## config.mk

```make
export PLATFORM = sky130hd
export DESIGN_NAME = wildcard_byte_pattern_scan_unit
export DESIGN_NICKNAME = d
export VERILOG_FILES = /design/src/rtl/wbps_pkg.sv /design/src/rtl/wbps_matcher.sv /design/src/rtl/wildcard_byte_pattern_scan_unit.sv
export SDC_FILE = /design/constraint.sdc
export NUM_CORES = 1
export LEC_CHECK = 0
export BUFFER_PORTS_ARGS = -buffer_cell sky130_fd_sc_hd__clkbuf_2
export CAP_MARGIN = 20
export CORE_AREA = 2 2 264 266
export DETAILED_ROUTE_END_ITERATION = 8
export DIE_AREA = 0 0 266 268
export PLACE_DENSITY = 0.67
export SLEW_MARGIN = 20
export SYNTH_ARGS = -nofsm -noshare
export SYNTH_HDL_FRONTEND = slang
export SYNTH_SLANG_ARGS = --single-unit
```

## constraint.sdc

```tcl
create_clock -name clk -period 9.72 [get_ports clk]
set_input_delay 1.458 -clock clk [delete_from_list [all_inputs] [get_ports clk]]
set_output_delay 1.458 -clock clk [all_outputs]
set_load 0.005 [all_outputs]
```

## src/rtl/wbps_pkg.sv

```systemverilog
// ----------------------------------------------------------------------------
// wbps_pkg
// Shared types and constants for the wildcard byte pattern scan unit.
// ----------------------------------------------------------------------------
`default_nettype none

package wbps_pkg;

  // Field widths of the transfer payloads.
  localparam int MODE_W   = 2;
  localparam int INDEX_W  = 5;
  localparam int BYTE_W   = 8;
  localparam int ADDR_W   = 48;
  localparam int LEN_W    = 6;
  localparam int CFG_IDX_W = 2;
  localparam int CFG_DATA_W = 48;

  // Item modes.
  localparam logic [MODE_W-1:0] MODE_LOAD  = 2'd0;
  localparam logic [MODE_W-1:0] MODE_DATA  = 2'd1;
  localparam logic [MODE_W-1:0] MODE_START = 2'd2;

  // Configuration register indexes.
  localparam logic [CFG_IDX_W-1:0] CFG_RANGE_START    = 2'd0;
  localparam logic [CFG_IDX_W-1:0] CFG_RANGE_LENGTH   = 2'd1;
  localparam logic [CFG_IDX_W-1:0] CFG_PATTERN_LENGTH = 2'd2;

  // Input transfer payload.
  typedef struct packed {
    logic [MODE_W-1:0]  mode;
    logic [INDEX_W-1:0] entry_index;
    logic [BYTE_W-1:0]  entry_value;
    logic               entry_care;
    logic [BYTE_W-1:0]  data_byte;
    logic [ADDR_W-1:0]  data_address;
    logic               last_byte;
  } in_item_t;

  // Result transfer payload.
  typedef struct packed {
    logic              found;
    logic [ADDR_W-1:0] match_address;
  } out_item_t;

  // Controls from the scan sequencer to the matcher.
  typedef struct packed {
    logic load;     // write one pattern entry
    logic restart;  // clear partial matches for a new scan
    logic step;     // compare one data byte
    logic gap;      // address gap: drop partial matches before comparing
  } match_ctl_t;

endpackage

`default_nettype wire

```

## src/rtl/wbps_matcher.sv

```systemverilog
// ----------------------------------------------------------------------------
// wbps_matcher
// Pattern entry store and shift-and partial match vector. Compares one data
// byte against every pattern entry in parallel and flags a complete match.
// ----------------------------------------------------------------------------
`default_nettype none

module wbps_matcher #(
  parameter int PATTERN_MAX = 32
) (
  input  wire logic                        clk,
  input  wire logic                        rst_n,
  input  wire wbps_pkg::match_ctl_t        ctl,
  input  wire logic [wbps_pkg::INDEX_W-1:0] entry_index,
  input  wire logic [wbps_pkg::BYTE_W-1:0]  entry_value,
  input  wire logic                        entry_care,
  input  wire logic [wbps_pkg::BYTE_W-1:0]  data_byte,
  input  wire logic [wbps_pkg::LEN_W-1:0]   len,
  output logic                             tail_hit
);

  // Only the first 32 entries can be loaded; later positions act as wildcards.
  localparam int ENTRIES = (PATTERN_MAX < 32) ? PATTERN_MAX : 32;
  // The pattern length register cannot exceed 63.
  localparam int MATCH_W = (PATTERN_MAX < 63) ? PATTERN_MAX : 63;

  logic [wbps_pkg::BYTE_W-1:0] pat_byte_r [ENTRIES];
  logic                        pat_care_r [ENTRIES];
  logic [MATCH_W-1:0]          pm_r;
  logic [MATCH_W-1:0]          pm_nxt;
  logic [MATCH_W-1:0]          pm_eff;
  logic [MATCH_W-1:0]          pm_new;
  logic [MATCH_W-1:0]          eq;
  logic [MATCH_W-1:0]          tail_sel;

  // Pattern entry writes.
  for (genvar k = 0; k < ENTRIES; k++) begin : g_store
    always_ff @(posedge clk) begin
      if (ctl.load && (5'(k) == entry_index)) begin
        pat_byte_r[k] <= entry_value;
        pat_care_r[k] <= entry_care;
      end
    end
  end

  // Per-position byte compare.
  for (genvar k = 0; k < MATCH_W; k++) begin : g_cmp
    if (k < ENTRIES) begin : g_real
      assign eq[k] = !pat_care_r[k] || (pat_byte_r[k] == data_byte);
    end else begin : g_wild
      assign eq[k] = 1'b1;
    end
  end

  assign pm_eff = ctl.gap ? '0 : pm_r;

  // Shift-and update: position k extends the match of position k-1.
  for (genvar k = 0; k < MATCH_W; k++) begin : g_shift
    if (k == 0) begin : g_head
      assign pm_new[k] = (7'(k) < {1'b0, len}) && eq[k];
    end else begin : g_body
      assign pm_new[k] = (7'(k) < {1'b0, len}) && pm_eff[k-1] && eq[k];
    end
    assign tail_sel[k] = (7'(k + 1) == {1'b0, len});
  end

  // An empty pattern matches at every byte.
  assign tail_hit = (len == '0) || (|(pm_new & tail_sel));

  always_comb begin
    pm_nxt = pm_r;
    if (ctl.restart) begin
      pm_nxt = '0;
    end else if (ctl.step) begin
      pm_nxt = (len == '0) ? pm_eff : pm_new;
    end
  end

  always_ff @(posedge clk) begin
    if (!rst_n) begin
      pm_r <= '0;
    end else begin
      pm_r <= pm_nxt;
    end
  end

endmodule

`default_nettype wire

```

## src/rtl/wildcard_byte_pattern_scan_unit.sv

```systemverilog
// ----------------------------------------------------------------------------
// wildcard_byte_pattern_scan_unit
// Scans a stream of addressed bytes for a wildcard byte pattern and reports
// the first match that starts inside the configured address range.
// ----------------------------------------------------------------------------
// The unit takes one item per clock cycle and keeps that rate as long as the
// result side does not stall. An accepted item lands in an input register and
// is processed as it leaves that slot: the data byte is compared against all
// pattern entries at once and the shift-and partial match vector is updated,
// and a result is written into the output register at that same clock edge,
// from which it transfers when the result side does not stall.
// Items that produce no result still move through the same slot and wait
// only while a stalled result is held in the output register. Pattern entries
// are loaded with load items, a start item begins a new scan, and after a
// found or not-found report data items are ignored until the next start item.
`default_nettype none

module wildcard_byte_pattern_scan_unit #(
  parameter int PATTERN_MAX  = 32,
  parameter int ADDRESS_BITS = 48
) (
  input  wire logic                            clk,
  input  wire logic                            rst_n,
  // Configuration write port.
  input  wire logic                            cfg_we,
  input  wire logic [wbps_pkg::CFG_IDX_W-1:0]  cfg_index,
  input  wire logic [wbps_pkg::CFG_DATA_W-1:0] cfg_wdata,
  // Input channel.
  input  wire logic                            in_valid,
  output logic                                 in_stall,
  input  wire wbps_pkg::in_item_t              in_item,
  // Result channel.
  output logic                                 out_valid,
  input  wire logic                            out_stall,
  output wbps_pkg::out_item_t                  out_item
);

  localparam int AW_EFF = (ADDRESS_BITS < wbps_pkg::ADDR_W) ? ADDRESS_BITS : wbps_pkg::ADDR_W;
  localparam logic [wbps_pkg::ADDR_W-1:0] ADDR_MASK =
    {wbps_pkg::ADDR_W{1'b1}} >> (wbps_pkg::ADDR_W - AW_EFF);
  localparam int LEN_MAX = (PATTERN_MAX < 63) ? PATTERN_MAX : 63;
  localparam logic [wbps_pkg::LEN_W-1:0] LEN_LIMIT = wbps_pkg::LEN_W'(LEN_MAX);

  logic [wbps_pkg::ADDR_W-1:0] range_lo_r;
  logic [wbps_pkg::ADDR_W-1:0] range_len_r;
  logic [wbps_pkg::ADDR_W-1:0] range_hi_r;
  logic [wbps_pkg::LEN_W-1:0]  pat_len_r;
  logic [wbps_pkg::ADDR_W-1:0] cfg_masked;
  logic [wbps_pkg::ADDR_W-1:0] sat_lo;
  logic [wbps_pkg::ADDR_W-1:0] sat_len;
  logic [wbps_pkg::ADDR_W-1:0] sat_end;

  wbps_pkg::in_item_t   item_r;
  logic                 item_valid_r;
  logic                 item_valid_nxt;
  wbps_pkg::out_item_t  out_r;
  wbps_pkg::out_item_t  out_nxt;
  logic                 out_valid_r;
  logic                 out_valid_nxt;

  logic [wbps_pkg::ADDR_W-1:0] prev_addr_r;
  logic [wbps_pkg::ADDR_W-1:0] prev_addr_nxt;
  logic                        prev_valid_r;
  logic                        prev_valid_nxt;
  logic                        done_r;
  logic                        done_nxt;

  logic                        in_accept;
  logic                        advance;
  logic                        emit;
  logic                        data_step;
  logic [wbps_pkg::ADDR_W-1:0] addr;
  logic [wbps_pkg::LEN_W-1:0]  len_eff;
  logic [wbps_pkg::LEN_W-1:0]  len_back;
  logic [wbps_pkg::ADDR_W-1:0] start_addr;
  logic                        start_in_range;
  logic                        tail_hit;
  logic                        hit;
  wbps_pkg::match_ctl_t        ctl;

  // Configuration: keep the masked range start and a saturated range end.
  assign cfg_masked = cfg_wdata & ADDR_MASK;
  assign sat_lo  = (cfg_index == wbps_pkg::CFG_RANGE_START)  ? cfg_masked : range_lo_r;
  assign sat_len = (cfg_index == wbps_pkg::CFG_RANGE_LENGTH) ? cfg_masked : range_len_r;
  assign sat_end = (sat_len > (ADDR_MASK - sat_lo)) ? ADDR_MASK : (sat_lo + sat_len);

  always_ff @(posedge clk) begin
    if (!rst_n) begin
      range_lo_r  <= '0;
      range_len_r <= '0;
      range_hi_r  <= '0;
      pat_len_r   <= '0;
    end else if (cfg_we) begin
      unique case (cfg_index)
        wbps_pkg::CFG_RANGE_START: begin
          range_lo_r <= cfg_masked;
          range_hi_r <= sat_end;
        end
        wbps_pkg::CFG_RANGE_LENGTH: begin
          range_len_r <= cfg_masked;
          range_hi_r  <= sat_end;
        end
        wbps_pkg::CFG_PATTERN_LENGTH: begin
          pat_len_r <= cfg_wdata[wbps_pkg::LEN_W-1:0];
        end
        default: begin
        end
      endcase
    end
  end

  // Input register: the slot moves on whenever the output register can take
  // a possible result.
  assign advance   = item_valid_r && (!out_valid_r || !out_stall);
  assign in_stall  = item_valid_r && !advance;
  assign in_accept = in_valid && !in_stall;

  always_comb begin
    item_valid_nxt = item_valid_r;
    if (in_accept) begin
      item_valid_nxt = 1'b1;
    end else if (advance) begin
      item_valid_nxt = 1'b0;
    end
  end

  always_ff @(posedge clk) begin
    if (!rst_n) begin
      item_valid_r <= 1'b0;
    end else begin
      item_valid_r <= item_valid_nxt;
    end
  end

  always_ff @(posedge clk) begin
    if (in_accept) begin
      item_r <= in_item;
    end
  end

  // Scan control for the item in the slot.
  assign data_step = advance && (item_r.mode == wbps_pkg::MODE_DATA) && !done_r;
  assign addr      = item_r.data_address & ADDR_MASK;
  assign len_eff   = (pat_len_r > LEN_LIMIT) ? LEN_LIMIT : pat_len_r;

  assign ctl.load    = advance && (item_r.mode == wbps_pkg::MODE_LOAD);
  assign ctl.restart = advance && (item_r.mode == wbps_pkg::MODE_START);
  assign ctl.step    = data_step;
  assign ctl.gap     = prev_valid_r && (addr != ((prev_addr_r + 1'b1) & ADDR_MASK));

  wbps_matcher #(
    .PATTERN_MAX (PATTERN_MAX)
  ) u_matcher (
    .clk         (clk),
    .rst_n       (rst_n),
    .ctl         (ctl),
    .entry_index (item_r.entry_index),
    .entry_value (item_r.entry_value),
    .entry_care  (item_r.entry_care),
    .data_byte   (item_r.data_byte),
    .len         (len_eff),
    .tail_hit    (tail_hit)
  );

  // Match start address and range check.
  assign len_back       = (len_eff == '0) ? '0 : (len_eff - 1'b1);
  assign start_addr     = (addr - {{(wbps_pkg::ADDR_W-wbps_pkg::LEN_W){1'b0}}, len_back})
                          & ADDR_MASK;
  assign start_in_range = (start_addr >= range_lo_r) && (start_addr < range_hi_r);
  assign hit            = tail_hit && start_in_range;
  assign emit           = data_step && (hit || item_r.last_byte);

  // Scan state updates.
  always_comb begin
    prev_addr_nxt  = prev_addr_r;
    prev_valid_nxt = prev_valid_r;
    done_nxt       = done_r;
    if (ctl.restart) begin
      prev_addr_nxt  = '0;
      prev_valid_nxt = 1'b0;
      done_nxt       = 1'b0;
    end else if (data_step) begin
      prev_addr_nxt  = addr;
      prev_valid_nxt = 1'b1;
      done_nxt       = emit;
    end
  end

  always_ff @(posedge clk) begin
    if (!rst_n) begin
      prev_addr_r  <= '0;
      prev_valid_r <= 1'b0;
      done_r       <= 1'b0;
    end else begin
      prev_addr_r  <= prev_addr_nxt;
      prev_valid_r <= prev_valid_nxt;
      done_r       <= done_nxt;
    end
  end

  // Result register.
  always_comb begin
    out_nxt.found         = hit;
    out_nxt.match_address = hit ? start_addr : '0;
  end

  always_comb begin
    out_valid_nxt = out_valid_r;
    if (emit) begin
      out_valid_nxt = 1'b1;
    end else if (out_valid_r && !out_stall) begin
      out_valid_nxt = 1'b0;
    end
  end

  always_ff @(posedge clk) begin
    if (!rst_n) begin
      out_valid_r <= 1'b0;
    end else begin
      out_valid_r <= out_valid_nxt;
    end
  end

  always_ff @(posedge clk) begin
    if (emit) begin
      out_r <= out_nxt;
    end
  end

  assign out_valid = out_valid_r;
  assign out_item  = out_r;

  // A not-found report always carries a zero address.
  a_notfound_zero: assert property (@(posedge clk) disable iff (!rst_n)
    (out_valid_r && !out_r.found) |-> (out_r.match_address == '0))
    else $error("not-found result with nonzero address");

  // Any report ends the scan until the next start item.
  a_report_ends_scan: assert property (@(posedge clk) disable iff (!rst_n)
    emit |=> done_r)
    else $error("scan not marked done after a report");

  // The input side only stalls while an item is held in the slot.
  a_stall_needs_item: assert property (@(posedge clk) disable iff (!rst_n)
    !item_valid_r |-> !in_stall)
    else $error("input stalled with an empty slot");

endmodule

`default_nettype wire

```

==> impl_metrics.csv, run 1 <==
group,metric,value,unit
yosys,yosys.area_share.simple,14.6,%
yosys,synth-async-reset-ratio,0,%
die,start_util,49.9,%
die,dieWidth,266,um
drt,vias_per_cell,5.82,
die,ios,179,
drt,firstDrtPassIters,5,
cts,cts.clk_slew.worst_paths,0.06,ns
yosys,netlist_instances,3206,
yosys,seq_area_frac_synth,49.9,%
die,die_area,71300,um2
pwr,internal-power,4920,uW
die,chipHeight,268,um
cts,post_cts_buffers,0,
worst_setup_path,worstSetupPathType,"flop to flop",
timing,slew_headroom,30.7,%
timing,hold_viol_final,0,
pwr,p_seq_share,45.8,%
yosys,synth_seq_cells,643,
min_path,hp-class,"flop to flop",
cts,ctsResizeCount,0,
place,io_buffers,178,
pwr,power,6620,uW
grt,grt_pass1_vias,24600,
drt,wirelength,94000,um
yosys,netlist_area,34000,um2
pwr,switching_share,25.6,%
worst_setup_path,reg2reg_from,"pat_len_r[1]",
run_status,outcome,"completed",
worst_setup_path,arrival,9.08,ns
timing,fin_crit,8.76,ns
pwr,p_per_area,173,nW/um2
yosys,synth_compound_area_share,11.3,%
grt,grt_use_total,26.1,%
drt,wl_per_cell,22.0,um
final_layout,fillerInstances,5831,
worst_setup_path,critPathCapture,"out_item[35]",
drt,drc,0,
final_layout,final-seq-area,17000,um2
worst_setup_path,cp.required,10.04,ns
final_layout,multi_input_area,16000,um2
grt,gr-total-overflow,0,
die,fp.coreArea,68200,um2
yosys,synth_top_family_by_area,"simple AND/OR/NAND/NOR gates",
drt,antenna_left,0,
cts,ctsHtreeMaxLevel,3,
timing,drv_slew,0,
worst_setup_path,crit_top_cell,"ha_1",
cts,tritoncts,"yes",
timing,skew,0.0501,ns
grt,grt_pass1_wl,143000,um
worst_setup_path,crit_path_start_kind,"flop",
cts,cts_buffers,73,
yosys,yosysUniqueCellTypes,82,
drt,drt_iter0_drc,1880,
die,num_rows,96,
worst_setup_path,path_max_fanout,25,
timing,rsz0062_at_grt,"false",
pwr,p_leak,0.0136,uW
yosys,yosysWarningCount,0,
pwr,p_comb_share,11.0,%
yosys,synth_ff_type,"edfxtp_1",
worst_setup_path,slowest_stage,"a21oi_4",
worst_setup_path,critPathLaunch,"pat_len_r[1]",
worst_setup_path,reg2reg_setup_slack,0.96,ns
timing,worst_pin_slew,1.04,ns
cts,clk-insertion-delay-late,0.67,ns
yosys,synth_fa_ha_area_share,5.86,%
worst_setup_path,critPathMaxStageDelay,0.71,ns
worst_setup_path,critPathCaptureType,"flop",
cts,cts_sinks,643,
cts,cts_buffer_depth,3,
flow_run,cap_viol_max_count,0,
yosys,synth.area.mux_share,4.70,%
pwr,switchingPower,1700,uW
final_layout,synthToLayoutAreaGrowth,12.4,%
worst_setup_path,rr_worst_depth,27,
pwr,irDropWorstVdd,0.000188,V
cts,holdBufCountCts,0,
timing,period_share,90.1,%
place,place_hpwl,66600,um
timing,final.setup.tns,0,ns
drt,dr_total_vias,24900,
place,gp_congestion,0.911,
grt,grt_max_degree,96,
grt,antenna_found_initial,4,
yosys,syn_nets,3492,
timing,final-setup-viol-count,0,
pwr,clockPowerShare,43.3,%
final_layout,drive_above_1_share,11.9,%
timing,hold_ws,0.465,ns
yosys,syn_area_per_cell,10.6,um2
final_layout,nNetsFinal,3618,
yosys,synth_edf_count,410,
worst_setup_path,r2r_end,"out_item[35]",
timing,clock.fmax,0.114,GHz
yosys,synth_xor_area_share,10.3,%
cts,root_buffer,"clkbuf_16",
==> kinds of logic (layout without fill, tap and decap cells) <==
kind of cell | Yosys count | count (layout)
XOR/XNOR | 400 | 400
AND/OR/NAND/NOR | 948 | 948
AO/OA/AOI/OAI | 614 | 614
flip-flops | 643 | 643
other | 0 | 1
buffers and inverters | 289 | 475
adder cells (fa/ha/maj) | 158 | 158
multiplexers | 154 | 154
==> stage by stage <==
stage / setup WS (ns) / utilization (%) / cell area [um2] / std cells
floorplan: 1.61 / - / 34000 / 3206
global placement: 1.39 / 52.3 / 35700 / 4139
finish: 0.959 / 56.0 / 38200 / 4275
CTS: 1.09 / 56.0 / 38200 / 4274
detailed placement: 1.13 / 52.3 / 35700 / 4139
global route: 0.304 / 56.0 / 38200 / 4274
==> state kept, by name, indices dropped and copies added (netlist names) <==
register and count:
item_valid_r 1, u_matcher.pat_care_r 32, prev_valid_r 1, done_r 1
addr 48, out_item 49, u_matcher.pm_r 31, u_matcher.pat_byte_r 256
range_lo_r 48, prev_addr_r 48, out_valid 1, pat_len_r 6
range_len_r 48, item_r 25, range_hi_r 48
==> layout by cell type (no fill, tap or decap), types with 32 or more instances in the layout <==
| cell type | synthesis | routed |
|---|---|---|
| xor2_1 | 67 | 67 |
| nor2b_1 | 168 | 165 |
| mux2i_1 | 107 | 107 |
| clkbuf_2 | 1 | 176 |
| mux2_2 | 47 | 47 |
| nand2_1 | 269 | 269 |
| edfxtp_1 | 410 | 410 |
| dfxtp_1 | 233 | 233 |
| nand3_1 | 36 | 36 |
| buf_4 | 1 | 33 |
| xnor2_1 | 333 | 333 |
| a31oi_1 | 37 | 37 |
| clkbuf_16 | 0 | 73 |
| nand4_1 | 124 | 124 |
| ha_1 | 156 | 156 |
| nor2_1 | 129 | 128 |
| a21o_1 | 54 | 54 |
| nor3_1 | 43 | 43 |
| inv_1 | 130 | 130 |
| a21oi_1 | 157 | 157 |
| nand2b_1 | 32 | 32 |
| o21ai_0 | 194 | 194 |
==> layout make-up <==
| type | instances | area share [%] |
|---|---|---|
| well taps | 882 | 2.89 |
| clock buffers | 92 | 5.10 |
| clock inverters | 43 | 1.54 |
| flip-flops and latches | 643 | 44.4 |
| repair buffers | 210 | 3.00 |
| multi-input cells | 2274 | 41.8 |
| diodes | 1 | 0.00655 |
| inverters | 130 | 1.28 |
==> synth_stat cells (107+ instances only) <==
cell type | number | area, um2
xnor2_1 | 333 | 2920
dfxtp_1 | 233 | 4660
nor2b_1 | 168 | 1050
edfxtp_1 | 410 | 12300
nor2_1 | 129 | 484
nand4_1 | 124 | 776
nand2_1 | 269 | 1010
o21ai_0 | 194 | 971
inv_1 | 130 | 488
a21oi_1 | 157 | 786
mux2i_1 | 107 | 1070
ha_1 | 156 | 1950
==> routing by layer <==
layer	vias to the layer above	GRT usage, %	part of all wire [%]
met5	-	0	0.038
met4	6	8.78	3.2
met3	189	4.08	5.1
met2	739	46.5	50
met1	12100	32.2	42
li1	11800	-	-
==> worst min-delay path by stage <==
| stage | from | to | depth (start not counted) |
|---|---|---|---|
| 2_1_floorplan | u_matcher.pm_r[25] | u_matcher.pm_r[25] | 1 |
| 3_5_place_dp | u_matcher.pm_r[20] | u_matcher.pm_r[20] | 1 |
| 6_report | u_matcher.pm_r[1] | u_matcher.pm_r[1] | 1 |
| 4_1_cts | u_matcher.pm_r[20] | u_matcher.pm_r[20] | 1 |
| 3_3_place_gp | u_matcher.pm_r[25] | u_matcher.pm_r[25] | 1 |
| 5_1_grt | u_matcher.pm_r[13] | u_matcher.pm_r[13] | 1 |
==> critical path: cells and delay by family (launching register included) <==
kind | cells | cell delay [ns]
compound gates | 8 | 2.67
xor+xnor | 1 | 0.37
fa+ha+maj | 4 | 1.29
buf+inv | 3 | 0.47
flops | 1 | 0.48
simple gates | 11 | 3.16
==> power by group through the flow <==
| stage | registers [uW] | clock network [uW] | logic, uW |
|---|---|---|---|
| 6_report | 3030 | 2860 | 726 |
| 5_1_grt | 3030 | 3020 | 802 |
| 4_1_cts | 3030 | 2900 | 726 |
| 3_5_place_dp | 3090 | 0 | 721 |
| 3_3_place_gp | 3080 | 0 | 701 |
| 2_1_floorplan | 3060 | 0 | 506 |
No activity file was read; power rests on OpenSTA's default activity.
==> inputs of run 2 (changes only) <==
- CELL_PAD_IN_SITES_DETAIL_PLACEMENT: unset -> 1
- CELL_PAD_IN_SITES_GLOBAL_PLACEMENT: unset -> 2
- CORE_AREA: 2 2 264 266 -> 2 2 292 294
- CTS_BUF_LIST: unset -> sky130_fd_sc_hd__clkbuf_8 sky130_fd_sc_hd__clkbuf_16
- DIE_AREA: 0 0 266 268 -> 0 0 294 296
- PLACE_DENSITY: 0.67 -> unset
- PLACE_DENSITY_LB_ADDON: unset -> 0.1
==> run 2 against run 1 <==
Maximum frequency is 4.1% higher. Largest cell class unchanged. Non-clock buffer count grew 5. Sequential share of layout area fell by 0.35 points. Largest power group unchanged. Worst hold slack worse by 0.010 ns. Clock power rose by 1%. First-iteration DRC count fell by 34%.
==> impl_metrics.csv, run 2 (same netlist as run 1, synthesis figures left out) <==
group,metric,value,unit
final_layout,largest_register,"u_matcher.pat_byte_r",
pwr,p_leak,0.0137,uW
grt,gr-total-overflow,0,
grt,grt_use_total,24.8,%
final_layout,final_cell_mix,"edfxtp_1 (410), xnor2_1 (333), nand2_1 (269)",
timing,finalWorstSetupSlack,1.30,ns
drt,antenna_left,0,
final_layout,mostFrequentLayoutCell,"edfxtp_1",
timing,worst_pin_slew,0.963,ns
place,gp_congestion,0.901,
worst_setup_path,crit_path_start_kind,"flop",
place,dpl_worst_slack,1.30,ns
flow_run,cap_viol_max_count,0,
grt,grt_pass1_wl,163000,um
cts,tritoncts,"yes",
timing,slew_headroom,35.8,%
grt,antenna_found_initial,6,
cts,cts.clk_slew.worst_paths,0.06,ns
final_layout,nNetsFinal,3627,
timing,hold_ws,0.455,ns
timing,drv_slew,0,
timing,fin_crit,8.42,ns
worst_setup_path,critPathCaptureType,"flop",
timing,period_share,86.6,%
pwr,p_seq_share,45.4,%
grt,grt_pass1_vias,26500,
grt,grt_max_degree,94,
cts,holdBufCountCts,0,
min_path,hp-class,"flop to flop",
drt,dr_total_vias,24900,
worst_setup_path,cp.required,9.98,ns
die,num_rows,107,
die,ios,179,
pwr,switchingPower,1740,uW
timing,hold_viol_final,0,
drt,drt_iter0_drc,1250,
drt,drc,0,
cts,cts_buffers,77,
cts,clk-insertion-delay-late,0.64,ns
cts,ctsResizeCount,0,
worst_setup_path,worstSetupPathType,"flop to flop",
pwr,switching_share,26.0,%
worst_setup_path,path_max_fanout,49,
drt,firstDrtPassIters,5,
worst_setup_path,crit_top_cell,"ha_1",
final_layout,largest_reg_flops,256,
timing,clock.fmax,0.119,GHz
place,io_buffers,178,
drt,wl_per_cell,24.0,um
worst_setup_path,crit_family,"simple AND/OR/NAND/NOR gates",
cts,cts_sinks,643,
worst_setup_path,arrival,8.67,ns
cts,root_buffer,"clkbuf_16",
place,place_hpwl,77700,um
die,chipHeight,296,um
final_layout,drive_above_1_share,12.3,%
pwr,internal-power,4940,uW
die,die_area,87000,um2
timing,final-setup-viol-count,0,
worst_setup_path,crit_buf_inv,4,
timing,rsz0062_at_grt,"false",
run_status,outcome,"completed",
cts,cts_buffer_depth,3,
worst_setup_path,slowest_stage,"a2111oi_2",
pwr,irDropWorstVdd,0.000168,V
timing,final.setup.tns,0,ns
worst_setup_path,critPathMaxStageDelay,0.71,ns
die,dieWidth,294,um
timing,skew,0.0203,ns
pwr,clockPowerShare,43.4,%
cts,ctsHtreeMaxLevel,3,
die,fp.coreArea,84200,um2
die,start_util,40.4,%
drt,wirelength,108000,um
pwr,p_per_area,173,nW/um2
drt,vias_per_cell,5.54,
cts,post_cts_buffers,0,
pwr,p_comb_share,11.2,%
final_layout,synthToLayoutAreaGrowth,13.3,%
[run 2: through the flow]
step / cell area (um2) / util (%) / std cells / total power (uW)
2_1_floorplan: 34000 / - / 3206 / 3570
3_3_place_gp: 36000 / 42.7 / 4351 / 3820
3_5_place_dp: 36000 / 42.7 / 4352 / 3850
4_1_cts: 38500 / 45.8 / 4494 / 6770
5_1_grt: 38500 / 45.8 / 4494 / 6930
6_report: 38500 / 45.8 / 4497 / 6680
[run 2: layout make-up]
class	count	area, um2
clock inverter	58	505
fill	9106	45700
inverter	130	488
tap	1090	1360
timing repair buffer	215	1180
sequential	643	17000
clock buffer	84	2050
multi-input combinational	2274	16000
antenna	3	7.51
[run 2: power groups by stage]
stage / clock [uW] / combinational, uW / sequential (uW)
2_1_floorplan: 0 / 506 / 3060
3_3_place_gp: 0 / 729 / 3090
3_5_place_dp: 0 / 757 / 3090
4_1_cts: 2970 / 762 / 3030
5_1_grt: 3060 / 833 / 3040
6_report: 2900 / 750 / 3030
[run 2: final timing paths]
| check | start | endpoint | slack, ns | cells past startpoint |
|---|---|---|---|---|
| worst max-delay path | pat_len_r[1] | out_item[35] | 1.30 | 28 |
| worst min-delay path | u_matcher.pm_r[25] | u_matcher.pm_r[25] | 0.46 | 1 |
| worst max register to register | pat_len_r[1] | out_item[35] | 1.30 | 28 |
| worst min register to register | u_matcher.pm_r[25] | u_matcher.pm_r[25] | 0.46 | 1 |
[run 2: worst register-to-register path, delay by kind of cell, from the launching register on]
| family | cells | cell delay [ns] |
|---|---|---|
| compound gates | 8 | 2.13 |
| xor+xnor | 1 | 0.27 |
| fa+ha+maj | 4 | 1.28 |
| buf+inv | 4 | 0.93 |
| flops | 1 | 0.49 |
| simple gates | 11 | 2.88 |
[run 2: routing by layer]
metal  part of all wire, %  global-route usage, %  vias up  wire length (um)
met5                 0.032                      0        -                35
met4                   3.6                   9.28        6              3910
met3                   3.2                   3.13      169              3420
met2                    53                   46.2      416             57100
met1                    40                   28.9    12500             43400
li1                      -                      -    11800                 -
==> inputs of run 3 (changes only) <==
- CORE_AREA: 2 2 292 294 -> 2 2 295 297
- DIE_AREA: 0 0 294 296 -> 0 0 297 299
==> run 3 against run 2 <==
Sequential share of layout area decreased by 0.17 points. Largest power group unchanged. Flip-flop and latch count is the same. Critical path type unchanged. Clock-buffer cell count rose by 7.
==> impl_metrics.csv, run 3 (same netlist as run 1, synthesis figures left out) <==
group,metric,value,unit
timing,skew,0.0402,ns
final_layout,synthToLayoutAreaGrowth,13.7,%
cts,cts_sinks,643,
worst_setup_path,slowest_stage,"a2111oi_2",
timing,drv_slew,0,
grt,met2_usage,45.4,%
timing,hold_viol_final,0,
final_layout,final_cell_mix,"edfxtp_1 (410), xnor2_1 (333), nand2_1 (269)",
pwr,internal-power,4990,uW
die,die_area,88800,um2
timing,period_share,90.3,%
worst_setup_path,rr_worst_depth,27,
final_layout,final_cells,4559,
cts,cts_buffers,76,
grt,gr-total-overflow,0,
grt,grt_pass1_vias,26500,
cts,holdBufCountCts,0,
cts,cts.clk_slew.worst_paths,0.06,ns
worst_setup_path,crit_top_cell,"ha_1",
worst_setup_path,worst-path-stages,27,
place,io_buffers,178,
pwr,switchingPower,1740,uW
grt,grt_max_degree,85,
final_layout,nNetsFinal,3627,
final_layout,largest_register,"u_matcher.pat_byte_r",
die,fp.coreArea,85900,um2
die,start_util,39.6,%
timing,clock.fmax,0.114,GHz
grt,grt_use_total,24.2,%
drt,dr_total_vias,24800,
timing,worst_pin_slew,0.924,ns
pwr,p_per_area,174,nW/um2
worst_setup_path,path_max_fanout,49,
cts,ctsResizeCount,0,
min_path,holdPathStages,1,
drt,antenna_left,0,
timing,slew_headroom,37.9,%
worst_setup_path,critPathCaptureType,"flop",
place,place_area,36100,um2
flow_run,cap_viol_max_count,0,
drt,vias_per_cell,5.45,
drt,wirelength,108000,um
drt,wl_per_cell,23.7,um
final_layout,largest_reg_flops,256,
grt,grt_pass1_wl,165000,um
die,chipHeight,299,um
pwr,p_leak,0.0137,uW
place,dp_cells,4418,
grt,top_usage_layer,"met2",
pwr,p_seq_share,45.1,%
final_layout,drive_above_1_share,12.2,%
drt,drt_iter0_drc,1073,
worst_setup_path,crit_family,"simple AND/OR/NAND/NOR gates",
worst_setup_path,crit_path_start_kind,"flop",
grt,grt_use_met3,3.58,%
worst_setup_path,arrival,9.05,ns
timing,fin_crit,8.78,ns
grt,use_met1,28.2,%
cts,root_buffer,"clkbuf_16",
pwr,irDropWorstVdd,0.000161,V
worst_setup_path,critPathMaxStageDelay,0.77,ns
die,ios,179,
timing,final-setup-viol-count,0,
cts,post_cts_buffers,0,
timing,final.setup.tns,0,ns
pwr,switching_share,25.8,%
worst_setup_path,cp.required,9.99,ns
timing,rsz0062_at_grt,"false",
cts,tritoncts,"yes",
drt,drc,0,
cts,ctsHtreeMaxLevel,3,
die,num_rows,108,
final_layout,mostFrequentLayoutCell,"edfxtp_1",
worst_setup_path,crit_buf_inv,3,
place,place_hpwl,78000,um
min_path,hp-class,"flop to flop",
final_layout,final_area,38700,um2
final_layout,postLayoutCoreUtil,45.0,%
run_status,outcome,"completed",
cts,clk-insertion-delay-late,0.66,ns
worst_setup_path,worstSetupPathType,"flop to flop",
die,dieWidth,297,um
pwr,p_comb_share,11.1,%
grt,antenna_found_initial,5,
cts,cts_buffer_depth,3,
drt,firstDrtPassIters,5,
place,gp_congestion,0.880,
pwr,clockPowerShare,43.8,%
==> run 3: changes by cell type in the layout (fill, tap and decap cells not counted), moves of 2 or more <==
cell / change
inv_1: +4
diode_2: -2
clkinvlp_4: -5
clkinv_16: +2
buf_4: +2
inv_6: -2
clkinv_2: -3
clkbuf_8: +8
clkinv_4: -2
clkinv_1: -4
==> run 3: area by class of cell <==
cell class                      count  area, um2
Sequential cell                   643      17000
Tap cell                         1155       1450
Multi-Input combinational cell   2274      16000
Inverter                          130        488
Fill cell                        9408      47300
Antenna cell                        1       2.50
Clock inverter                     49        484
Timing Repair Buffer              216       1180
Clock buffer                       91       2130
==> run 3: path summary, 6_finish.rpt <==
kind	startpoint	slack, ns	to
worst max-delay path	pat_len_r[1]	0.94	out_item[37]
worst max register to register	pat_len_r[1]	0.94	out_item[37]
worst min-delay path	u_matcher.pm_r[25]	0.46	u_matcher.pm_r[25]
worst min register to register	u_matcher.pm_r[25]	0.46	u_matcher.pm_r[25]
==> run 3: power groups by stage <==
stage                     sequential, uW  clock, uW  combinational [uW]
after floorplan                     3060          0                 506
after global placement              3090          0                 730
after detailed placement            3090          0                 754
after CTS                           3030       3030                 759
after global routing                3040       3120                 832
final                               3030       2950                 746
==> run 3: routing by layer <==
| metal | part of all wire (%) | vias up |
|---|---|---|
| li1 | - | 11800 |
| met1 | 41 | 12400 |
| met2 | 53 | 382 |
| met3 | 3.1 | 176 |
| met4 | 3.1 | 8 |
| met5 | 0.035 | - |
==> run 3: through the flow <==
step / worst slack (ns) / hold WS, ns / total power (uW)
3_3_place_gp: 1.27 / 0.431 / 3820
4_1_cts: 0.851 / 0.456 / 6820
5_1_grt: 0.0642 / 0.484 / 6990
2_1_floorplan: 1.61 / 0.420 / 3570
3_5_place_dp: 0.864 / 0.442 / 3840
6_report: 0.945 / 0.457 / 6730
